`src/mlem_pkg.sv`:
```
// Shared types, codes and constants for the MLEM ray update engine.
package mlem_pkg;

    localparam int GRID_SIZE_DEF    = 128;
    localparam int MAX_SEGMENTS_DEF = 256;
    localparam int DIV_STEPS        = 32;
    localparam int LEN_FRAC         = 14;

    localparam logic [1:0] ACT_WRITE = 2'd0;
    localparam logic [1:0] ACT_SEG   = 2'd1;
    localparam logic [1:0] ACT_APPLY = 2'd2;
    localparam logic [1:0] ACT_READ  = 2'd3;

    localparam logic [1:0] KIND_READ  = 2'd0;
    localparam logic [1:0] KIND_RAY   = 2'd1;
    localparam logic [1:0] KIND_APPLY = 2'd2;

    typedef struct packed {
        logic [1:0]  action;
        logic [15:0] pixel_index;
        logic [15:0] seg_length;
        logic [31:0] pixel_value;
        logic [31:0] ray_value;
        logic        last_segment;
    } cmd_t;

    typedef struct packed {
        logic [1:0]  result_kind;
        logic [31:0] read_value;
        logic [31:0] projection;
        logic        zero_projection;
        logic        segments_dropped;
    } res_t;

    typedef enum logic [4:0] {
        S_CLEAR,
        S_IDLE,
        S_WRITE,
        S_SEG,
        S_READ,
        S_READ_OUT,
        S_FP_SEG,
        S_FP_IMG,
        S_FP_MUL,
        S_FP_ACC,
        S_DIV_START,
        S_DIV_WAIT,
        S_BP_SEG,
        S_BP_RD,
        S_BP_MUL,
        S_BP_WR,
        S_RAY_OUT,
        S_AP_RD,
        S_AP_MUL,
        S_AP_DIV,
        S_AP_WAIT,
        S_AP_OUT
    } state_t;

    function automatic logic [31:0] sat_add32(input logic [31:0] a, input logic [31:0] b);
        logic [32:0] s;
        s = {1'b0, a} + {1'b0, b};
        return s[32] ? 32'hFFFF_FFFF : s[31:0];
    endfunction

endpackage

```
`src/mlem_div.sv`:
```
// Iterative saturating divider: 64-bit dividend by 32-bit divisor, one quotient bit a cycle.
module mlem_div
    import mlem_pkg::*;
(
    input  logic        clk,
    input  logic        rst_n,
    input  logic        start,
    input  logic [63:0] dividend,
    input  logic [31:0] divisor,
    output logic        done,
    output logic [31:0] quotient
);

    localparam int STEP_W = $clog2(DIV_STEPS);

    logic              run_reg;
    logic              done_reg;
    logic [STEP_W-1:0] step_reg;
    logic [31:0]       rem_reg;
    logic [31:0]       q_reg;
    logic [31:0]       dsr_reg;
    logic [32:0]       trial;
    logic              fits;

    assign trial = {rem_reg, q_reg[31]};
    assign fits  = trial >= {1'b0, dsr_reg};

    always_ff @(posedge clk or negedge rst_n)
    begin
        if (!rst_n)
        begin
            run_reg  <= 1'b0;
            done_reg <= 1'b0;
            step_reg <= '0;
        end
        else
        begin
            done_reg <= 1'b0;
            if (start)
            begin
                step_reg <= '0;
                if (dividend[63:32] >= divisor)
                begin
                    run_reg  <= 1'b0;
                    done_reg <= 1'b1;
                end
                else
                begin
                    run_reg <= 1'b1;
                end
            end
            else if (run_reg)
            begin
                step_reg <= step_reg + 1'b1;
                if (step_reg == STEP_W'(DIV_STEPS - 1))
                begin
                    run_reg  <= 1'b0;
                    done_reg <= 1'b1;
                end
            end
        end
    end

    always_ff @(posedge clk)
    begin
        if (start)
        begin
            dsr_reg <= divisor;
            rem_reg <= dividend[63:32];
            q_reg   <= (dividend[63:32] >= divisor) ? 32'hFFFF_FFFF : dividend[31:0];
        end
        else if (run_reg)
        begin
            rem_reg <= fits ? 32'(trial - {1'b0, dsr_reg}) : trial[31:0];
            q_reg   <= {q_reg[30:0], fits};
        end
    end

    assign done     = done_reg;
    assign quotient = q_reg;

endmodule

```
`config.mk`:
```
export PLATFORM = sky130hd
export DESIGN_NAME = mlem_div
export DESIGN_NICKNAME = d
export VERILOG_FILES = /design/src/mlem_pkg.sv /design/src/mlem_div.sv
export SDC_FILE = /design/constraint.sdc
export NUM_CORES = 1
export LEC_CHECK = 0
export ABC_AREA = 1
export BUFFER_PORTS_ARGS = -buffer_cell sky130_fd_sc_hd__buf_4
export CORE_MARGIN = 3
export CORE_UTILIZATION = 35
export DETAILED_ROUTE_END_ITERATION = 6
export PLACE_DENSITY = 0.65
export SETUP_SLACK_MARGIN = 0.2
export SLEW_MARGIN = 10
export SYNTH_ARGS = -nofsm -noshare
export SYNTH_HDL_FRONTEND = slang
export SYNTH_SLANG_ARGS = --single-unit
export TNS_END_PERCENT = 20
```
`constraint.sdc`:
```
create_clock -name clk -period 2 [get_ports clk]
set_input_delay 0.2 -clock clk [delete_from_list [all_inputs] [get_ports clk]]
set_output_delay 0.2 -clock clk [all_outputs]
set_load 0.005 [all_outputs]
```
==> impl_metrics.env, run 1 <==
export IMPL_min_delay_path_class="in2reg"
export IMPL_wire_per_inst_um=14.4
export IMPL_layout_drive_gt1_share_pct=35.3
export IMPL_regArea_mm2=0.00306
export IMPL_violations="negative setup slack"
export IMPL_dr_pass1_iters=5
export IMPL_synth_xor_area_share_pct=1.46
export IMPL_synth_top_area_share_pct=34.3
export IMPL_path_clk_slew_ps=70
export IMPL_gp_congestion=0.902
export IMPL_fin_cells=1820
export IMPL_power_density_mw_per_mm2=953
export IMPL_muxShareOfSynthArea_pct=0
export IMPL_cp_required_ps=2100
export IMPL_p_leak_nw=6.50
export IMPL_synth_flop_cell="edfxtp_1"
export IMPL_ys_seq_area_share_pct=36.4
export IMPL_end_kind="flip-flop"
export IMPL_worst_slew_margin_rel_pct=65.7
export IMPL_yosysMostFrequentCell="nand2_1"
export IMPL_n_antenna_cell=0
export IMPL_clock_path_buffers=2
export IMPL_synth_compound_area_share_pct=3.53
export IMPL_netlist_instances=1194
export IMPL_hold_viol_final=0
export IMPL_synth_common_cells="nand2_1 (466), inv_1 (228), edfxtp_1 (96)"
export IMPL_ir_drop_mv=0.533
export IMPL_synth_nets=1360
export IMPL_synth_area_mm2=0.00839
export IMPL_htree_num_levels=3
export IMPL_maxCapViolCount=0
export IMPL_insertion_delay_ps=350
export IMPL_worstPathMaxFanout=8
export IMPL_fin_nets=1662
export IMPL_num_vias=8564
export IMPL_crit_path_start="rem_reg[29]"
export IMPL_die_width_um=161
export IMPL_synth_seq_cells=103
export IMPL_reg2regPathDepth=14
export IMPL_drc=0
export IMPL_reg2reg_from="rem_reg[29]"
export IMPL_grt_pass1_vias=8713
export IMPL_max_freq_ghz=0.442
export IMPL_async_flop_share_pct=6.80
export IMPL_slew_viol_final=0
export IMPL_track_usage_pct=20.1
export IMPL_die_y_um=161
export IMPL_fin_skew_ps=11.0
export IMPL_synth_warning_count=0
export IMPL_tightest_slew_ps=514
export IMPL_antenna_found_initial=0
export IMPL_rows=56
export IMPL_crit_path_end="rem_reg[25]"
export IMPL_yosysTopAreaCell="edfxtp_1"
export IMPL_synth_top_family_by_area="simple AND/OR/NAND/NOR gates"
export IMPL_dp_hpwl_mm=19.0
export IMPL_dieArea_mm2=0.0259
export IMPL_via_per_inst=4.71
export IMPL_clockRootBuffer="clkbuf_16"
export IMPL_cp_start_kind="flip-flop"
export IMPL_start_util_pct=35.7
export IMPL_synth_simple_gate_area_share_pct=35.7
export IMPL_grt_pass1_wl_mm=42.4
export IMPL_synth_edff_count=96
export IMPL_drt_iter0_markers=415
export IMPL_dp_cells=1771
export IMPL_r2r_setup_slack_ps=-260
export IMPL_cp_arrival_ps=2370
export IMPL_wl_mm=26.2
export IMPL_core_area_mm2=0.0235
export IMPL_numPortBuffers=131
export IMPL_synth_area_top_cells="edfxtp_1 (34%), nand2_1 (21%), inv_1 (10%), ha_1 (9.8%), nand3_1 (4.0%)"
export IMPL_final_antenna_net_count=0
export IMPL_finalSetupViolations=33
export IMPL_min_period_over_period_pct=113
export IMPL_final_setup_tns_ps=-7210
export IMPL_status="complete, but fails checks"
export IMPL_fin_ws_ps=-264
export IMPL_ioPinCount=132
export IMPL_ys_types=37
export IMPL_numCtsBuffers=9
export IMPL_grt_max_degree=77
export IMPL_clkSinkCount=103
export IMPL_syn_area_per_cell_um2=7.03
export IMPL_rsz0062_at_grt="true"
export IMPL_grt_overflow=0
export IMPL_r2r_end="rem_reg[25]"
export IMPL_synthToLayoutAreaGrowth_pct=49.0
export IMPL_fillers=2227
export IMPL_multiInputGateArea_mm2=0.00533
export IMPL_post_place_ws_ps=-431
export IMPL_synthAdderAreaFrac_pct=10.1
export IMPL_cts_tree="yes"
export IMPL_critPathKind="reg2reg"
export IMPL_period_needed_ps=2260
[critical path, cell delays in order, from the launching register on]
cell and delay [ps]:
edfxtp_1 440, ha_4 290, nand2_2 60, nand2_2 50, nand2_1 100, nand2_2 90
a21oi_4 150, nand2_4 80, nor2_8 250, buf_6 190, nand3_1 100, nand2_1 70
inv_1 40, nand2_1 60, nand2_1 50
[cell usage in the layout, fill, tap and decap left out, types with 30 or more instances in the layout]
cell        n
ha_1       32
ha_4       34
nand2_1   403
buf_4     299
edfxtp_1   96
nor2_1     32
inv_1     214
a21oi_1    30
nand2_2    52
nand4_1    45
nand3_1    50
[timing repair]
action | 4_1_cts | 5_1_grt
hold buffers | 1 | 0
pin swaps | 49 | 49
gates cloned | 7 | 1
buffers inserted | 20 | 4
endpoints found under the setup margin | 65 | 66
hold endpoints to repair | 7 | 0
resized for setup | 124 | 84
[layout make-up]
| class | count | area share, % |
|---|---|---|
| clock buffer | 13 | 2.00 |
| clock inverter | 3 | 0.170 |
| inverter | 239 | 7.20 |
| multi-input combinational | 825 | 42.6 |
| sequential | 103 | 24.5 |
| tap | 319 | 3.19 |
| timing repair buffer | 318 | 20.3 |
[routing by layer]
layer	wire length (um)	GRT usage, %
met5	0	0
met1	10900	24.4
met4	563	5.59
met2	13000	35.3
met3	1780	5.08
[power by group]
part | switching (mW) | total (mW) | internal (mW) | leakage [nW]
sequential | 0.287 | 3.12 | 2.83 | 1.06
combinational | 3.75 | 7.14 | 3.39 | 5.32
clock | 0.771 | 1.65 | 0.881 | 0.130
total | 4.81 | 11.9 | 7.11 | 6.50
[cell families (layout without fill, tap and decap cells)]
family          after synthesis  count (layout)
xor+xnor                     14              14
flops                       103             103
simple gates                685             690
fa+ha+maj                    67              67
compound gates               54              54
buf+inv                     271             573
[through the flow]
step	util, %	hold WS [ps]	area [um2]	power (mW)
final	53.1	32.6	12500	11.9
after global routing	53.1	20.5	12500	12.8
after CTS	51.4	25.3	12100	11.4
after detailed placement	46.3	20.5	10900	8.64
after global placement	46.3	19.9	10900	8.57
after floorplan	-	-95.6	8440	6.25
[how the worst min path moves through the flow]
stage / cells past startpoint / end / slack (ps) / startpoint
after detailed placement: 1 / done / 20 / rst_n
after floorplan: 0 / done / -100 / rst_n
after global placement: 1 / done / 20 / rst_n
after global routing: 1 / dsr_reg[15] / 20 / divisor[15]
after CTS: 1 / dsr_reg[16] / 30 / divisor[16]
final: 1 / dsr_reg[16] / 30 / divisor[16]
Power figures use the tool's default switching activity.
==> inputs of run 2 (changes only) <==
--- a/config.mk
+++ b/config.mk
@@ -10,7 +10,7 @@
 export CORE_MARGIN = 3
 export CORE_UTILIZATION = 35
 export DETAILED_ROUTE_END_ITERATION = 6
-export PLACE_DENSITY = 0.65
+export PLACE_DENSITY = 0.53
 export SETUP_SLACK_MARGIN = 0.2
 export SLEW_MARGIN = 10
 export SYNTH_ARGS = -nofsm -noshare
==> constraint.sdc (replaced) <==
create_clock -name clk -period 2.8 [get_ports clk]
set_input_delay 0.28 -clock clk [delete_from_list [all_inputs] [get_ports clk]]
set_output_delay 0.28 -clock clk [all_outputs]
set_load 0.005 [all_outputs]
==> impl_metrics.env, run 2 (same netlist as run 1, synthesis figures left out) <==
export IMPL_status="finished clean"
export IMPL_holdPathStages=1
export IMPL_cp_required_ps=2910
export IMPL_insertion_delay_ps=360
export IMPL_htree_num_levels=3
export IMPL_clock_path_buffers=2
export IMPL_path_clk_slew_ps=80
export IMPL_worstPathMaxFanout=3
export IMPL_finalSetupViolations=0
export IMPL_antenna_found_initial=0
export IMPL_clockRootBuffer="clkbuf_16"
export IMPL_final_antenna_net_count=0
export IMPL_dr_pass1_iters=5
export IMPL_cp_top_family="simple AND/OR/NAND/NOR gates"
export IMPL_finish_utilization_pct=43.1
export IMPL_grt_pass1_vias=7461
export IMPL_power_density_mw_per_mm2=652
export IMPL_max_freq_ghz=0.403
export IMPL_clkSinkCount=103
export IMPL_path_cells="inv_1 -> ha_1 -> inv_1 -> fa_2 -> nand3_1 -> nand3_2 -> nand2_1 -> nand2_1 -> nand2_1 -> nand2_1 -> xnor2_1 -> nand2_1 -> nand3_1 -> nand2_1"
export IMPL_fillers=2518
export IMPL_period_needed_ps=2480
export IMPL_n_antenna_cell=0
export IMPL_r2r_end="rem_reg[12]"
export IMPL_via_per_inst=4.67
export IMPL_cts_tree="yes"
export IMPL_path_buf_inv=2
export IMPL_layout_drive_gt1_share_pct=15.8
export IMPL_maxCapViolCount=0
export IMPL_critPathMaxStageDelay_ps=390
export IMPL_final_common_cell="nand2_1"
export IMPL_drt_iter0_markers=340
export IMPL_grt_pass1_wl_mm=37.8
export IMPL_fin_skew_ps=12.1
export IMPL_cp_start_kind="flip-flop"
export IMPL_cp_arrival_ps=2590
export IMPL_gp_congestion=0.957
export IMPL_min_delay_path_class="in2reg"
export IMPL_min_delay_start="divisor[8]"
export IMPL_num_vias=7706
export IMPL_die_y_um=161
export IMPL_final_setup_tns_ps=0
export IMPL_hold_viol_final=0
export IMPL_numPortBuffers=131
export IMPL_critPathKind="reg2reg"
export IMPL_worst_slew_margin_rel_pct=54.6
export IMPL_reg2reg_from="quotient[31]"
export IMPL_r2r_setup_slack_ps=320
export IMPL_crit_top_cell="nand2_1"
export IMPL_wire_per_inst_um=14.2
export IMPL_wl_mm=23.5
export IMPL_drc=0
export IMPL_min_period_over_period_pct=88.6
export IMPL_crit_slowest_cell="edfxtp_1"
export IMPL_end_kind="flip-flop"
export IMPL_die_width_um=161
export IMPL_p_leak_nw=5.50
export IMPL_dieArea_mm2=0.0259
export IMPL_track_usage_pct=18.1
export IMPL_synthToLayoutAreaGrowth_pct=21.0
export IMPL_slew_viol_final=0
export IMPL_fin_nets=1491
export IMPL_tightest_slew_ps=680
export IMPL_rows=56
export IMPL_numCtsBuffers=9
export IMPL_core_area_mm2=0.0235
export IMPL_grt_overflow=0
export IMPL_dp_hpwl_mm=18.1
export IMPL_ir_drop_mv=0.294
export IMPL_holdPathEnd="dsr_reg[8]"
export IMPL_final_cell_mix="nand2_1 (465), inv_1 (227), buf_4 (145)"
export IMPL_grt_max_degree=62
export IMPL_reg2regPathDepth=14
export IMPL_rsz0062_at_grt="false"
export IMPL_start_util_pct=35.7
export IMPL_ioPinCount=132
==> run 2: cell count changes in the layout (fill, tap and decap cells not counted), sizes merged <==
cell      change
buf         -166
inv           +5
clkbuf        -4
nand2         -4
clkinvlp      -2
==> run 2: power breakdown <==
part / internal (mW) / total [mW] / switching, mW / leakage (nW)
combinational: 1.23 / 3.23 / 1.99 / 4.30
sequential: 2.02 / 2.16 / 0.139 / 1.06
clock: 0.613 / 1.24 / 0.630 / 0.139
total: 3.86 / 6.62 / 2.76 / 5.50
==> run 2: stage by stage <==
stage / cell area, um2 / setup WS [ps] / instances / power (mW) / hold WS [ps]
finish: 10200 / 319 / 1649 / 6.62 / 102
floorplan: 8390 / 625 / 1194 / 4.44 / -15.6
global placement: 9770 / 136 / 1627 / 5.36 / 99.7
detailed placement: 9770 / 134 / 1627 / 5.35 / 102
CTS: 10100 / 221 / 1644 / 6.63 / 83.8
global route: 10200 / 194 / 1649 / 7.21 / 87.0
==> run 2: worst max-delay path by stage <==
stage | from | slack [ps] | end | cells past startpoint
floorplan | run_reg | 630 | quotient[0] | 2
global placement | quotient[31] | 140 | rem_reg[28] | 16
detailed placement | quotient[31] | 130 | rem_reg[28] | 16
CTS | quotient[31] | 220 | rem_reg[28] | 16
global route | quotient[31] | 190 | rem_reg[28] | 16
finish | quotient[31] | 320 | rem_reg[12] | 14
==> run 2: layer usage <==
layer | up-vias | GRT usage, % | part of all wire (%)
met5 | - | 0 | 0
met2 | 165 | 29.7 | 46
met3 | 25 | 4.64 | 6.4
li1 | 4013 | - | -
met4 | 0 | 4.18 | 1.6
met1 | 3503 | 24.0 | 47
==> run 2: layout make-up <==
| class | instances | area, um2 | area share, % |
|---|---|---|---|
| clock inverters | 6 | 42.5 | 0.419 |
| inverters | 239 | 897 | 8.83 |
| flip-flops and latches | 103 | 3060 | 30.1 |
| clock buffers | 10 | 229 | 2.25 |
| well taps | 319 | 399 | 3.93 |
| repair buffers | 151 | 1200 | 11.8 |
| multi-input cells | 821 | 4330 | 42.7 |
==> run 2: worst reg2reg max path, stage by stage (launching register included) <==
cell and delay, ps:
edfxtp_1 390, inv_1 110, ha_1 150, inv_1 80, fa_2 390, nand3_1 120
nand3_2 140, nand2_1 110, nand2_1 140, nand2_1 90, nand2_1 120, xnor2_1 220
nand2_1 70, nand3_1 70, nand2_1 50
==> run 2: repair_timing <==
item / CTS / global route
endpoints found under the hold margin: 7 / 0
hold buffers: 1 / 0
buffers inserted: 0 / 4
gates resized for setup: 2 / 8
setup endpoints to repair: 2 / 33
cloned: 0 / 1
pin swaps: 0 / 2
==> inputs of run 3 (changes only) <==
--- a/config.mk
+++ b/config.mk
@@ -6,7 +6,7 @@
 export NUM_CORES = 1
 export LEC_CHECK = 0
 export ABC_AREA = 1
-export BUFFER_PORTS_ARGS = -buffer_cell sky130_fd_sc_hd__buf_4
+export BUFFER_PORTS_ARGS = -buffer_cell sky130_fd_sc_hd__buf_2
 export CORE_MARGIN = 3
 export CORE_UTILIZATION = 35
 export DETAILED_ROUTE_END_ITERATION = 6
==> constraint.sdc (replaced) <==
create_clock -name clk -period 3 [get_ports clk]
set_input_delay 0.3 -clock clk [delete_from_list [all_inputs] [get_ports clk]]
set_output_delay 0.3 -clock clk [all_outputs]
set_load 0.005 [all_outputs]
==> impl_metrics.env, run 3 (same netlist as run 1, synthesis figures left out) <==
export IMPL_status="finished clean"
export IMPL_core_area_mm2=0.0235
export IMPL_synthToLayoutAreaGrowth_pct=15.9
export IMPL_final_antenna_net_count=0
export IMPL_worstPathMaxFanout=22
export IMPL_reg2regPathDepth=12
export IMPL_cts_tree="yes"
export IMPL_n_antenna_cell=0
export IMPL_grt_overflow=0
export IMPL_cp_required_ps=3120
export IMPL_min_delay_path_class="in2reg"
export IMPL_min_period_over_period_pct=86.6
export IMPL_wl_mm=23.5
export IMPL_holdPathStages=1
export IMPL_fin_nets=1483
export IMPL_start_util_pct=35.7
export IMPL_final_setup_tns_ps=0
export IMPL_die_width_um=161
export IMPL_final_common_cell="nand2_1"
export IMPL_via_per_inst=4.67
export IMPL_period_needed_ps=2600
export IMPL_crit_top_cell="nand2_1"
export IMPL_dieArea_mm2=0.0259
export IMPL_clkSinkCount=103
export IMPL_max_freq_ghz=0.385
export IMPL_maxCapViolCount=0
export IMPL_finalSetupViolations=0
export IMPL_power_mw=6.17
export IMPL_numCtsBuffers=9
export IMPL_layout_drive_gt1_share_pct=14.8
export IMPL_cp_arrival_ps=2720
export IMPL_antenna_found_initial=2
export IMPL_path_clk_slew_ps=70
export IMPL_cp_start_kind="flip-flop"
export IMPL_numPortBuffers=131
export IMPL_dr_pass1_iters=5
export IMPL_clockRootBuffer="clkbuf_16"
export IMPL_final_cell_mix="nand2_1 (465), inv_1 (227), buf_2 (130)"
export IMPL_end_kind="flip-flop"
export IMPL_cts_setup_buffers=0
export IMPL_fillers=2540
export IMPL_ioPinCount=132
export IMPL_insertion_delay_ps=360
export IMPL_rows=56
export IMPL_path_cells="ha_1 -> nand2_1 -> nor2_1 -> nand3_1 -> nor2_1 -> nand2_1 -> nand2_2 -> nor2_8 -> nand2_4 -> nand3_2 -> nand2_1 -> nand2_1"
export IMPL_rsz0062_at_grt="false"
export IMPL_p_leak_nw=5.34
export IMPL_tightest_slew_ps=850
export IMPL_crit_slowest_cell="edfxtp_1"
export IMPL_drt_iter0_markers=402
export IMPL_critPathKind="reg2reg"
export IMPL_critPathMaxStageDelay_ps=420
export IMPL_wire_per_inst_um=14.3
export IMPL_slew_viol_final=0
export IMPL_grt_max_degree=70
export IMPL_fin_skew_ps=13.3
export IMPL_gp_congestion=0.950
export IMPL_die_y_um=161
export IMPL_worst_slew_margin_rel_pct=43.4
export IMPL_ir_drop_mv=0.313
export IMPL_track_usage_pct=18.1
export IMPL_grt_pass1_vias=7416
export IMPL_hold_viol_final=0
export IMPL_grt_pass1_wl_mm=37.9
export IMPL_power_density_mw_per_mm2=634
export IMPL_htree_num_levels=3
export IMPL_clock_path_buffers=2
export IMPL_num_vias=7664
export IMPL_drc=0
export IMPL_dp_hpwl_mm=18.1
-- run 3: cell type report --
class / count / area, um2 / area share [%]
clock buffers: 14 / 297 / 3.05
clock inverters: 2 / 17.5 / 0.180
inverters: 239 / 897 / 9.22
multi-input cells: 821 / 4300 / 44.2
flip-flops and latches: 103 / 3060 / 31.4
well taps: 319 / 399 / 4.10
repair buffers: 143 / 763 / 7.85
-- run 3: path summary, 6_finish.rpt --
kind | to | startpoint | slack, ps
worst max-delay path | rem_reg[30] | rem_reg[6] | 400
worst min-delay path | dsr_reg[5] | divisor[5] | 130
worst max register to register | rem_reg[30] | rem_reg[6] | 400
worst min register to register | step_reg[4] | step_reg[4] | 490
max in group asynchronous | run_reg | rst_n | 2550
min in group asynchronous | step_reg[4] | rst_n | 300
-- run 3: what timing repair did --
action	4_1_cts	5_1_grt
hold buffers	1	0
hold endpoints to repair	7	0
gates resized for setup	0	3
setup endpoints to repair	0	21
-- run 3: power breakdown --
group | switching, mW | internal, mW
Clock | 0.558 | 0.695
Sequential | 0.131 | 1.88
Combinational | 1.85 | 1.05
-- run 3: critical path: cells and delay by family, from the launching register on --
family        cells  cell delay [ps]
flops             1              420
simple gates     11             1530
fa+ha+maj         1              390
-- run 3: routing by layer --
layer | global-route usage, % | routed length [um] | vias to the layer above
li1 | - | - | 4002
met1 | 24.0 | 10800 | 3454
met2 | 29.4 | 10800 | 175
met3 | 4.26 | 1470 | 29
met4 | 5.67 | 412 | 4
met5 | 0 | 21 | -
-- run 3: stage by stage --
step / std cells / setup slack (ps) / utilization (%) / instance area, um2 / hold WS (ps)
2_1_floorplan: 1194 / 825 / - / 8390 / 4.41
3_3_place_gp: 1623 / 313 / 39.8 / 9380 / 145
3_5_place_dp: 1623 / 306 / 39.8 / 9380 / 141
4_1_cts: 1640 / 284 / 41.2 / 9700 / 112
5_1_grt: 1641 / 209 / 41.3 / 9730 / 117
6_report: 1641 / 403 / 41.3 / 9730 / 127
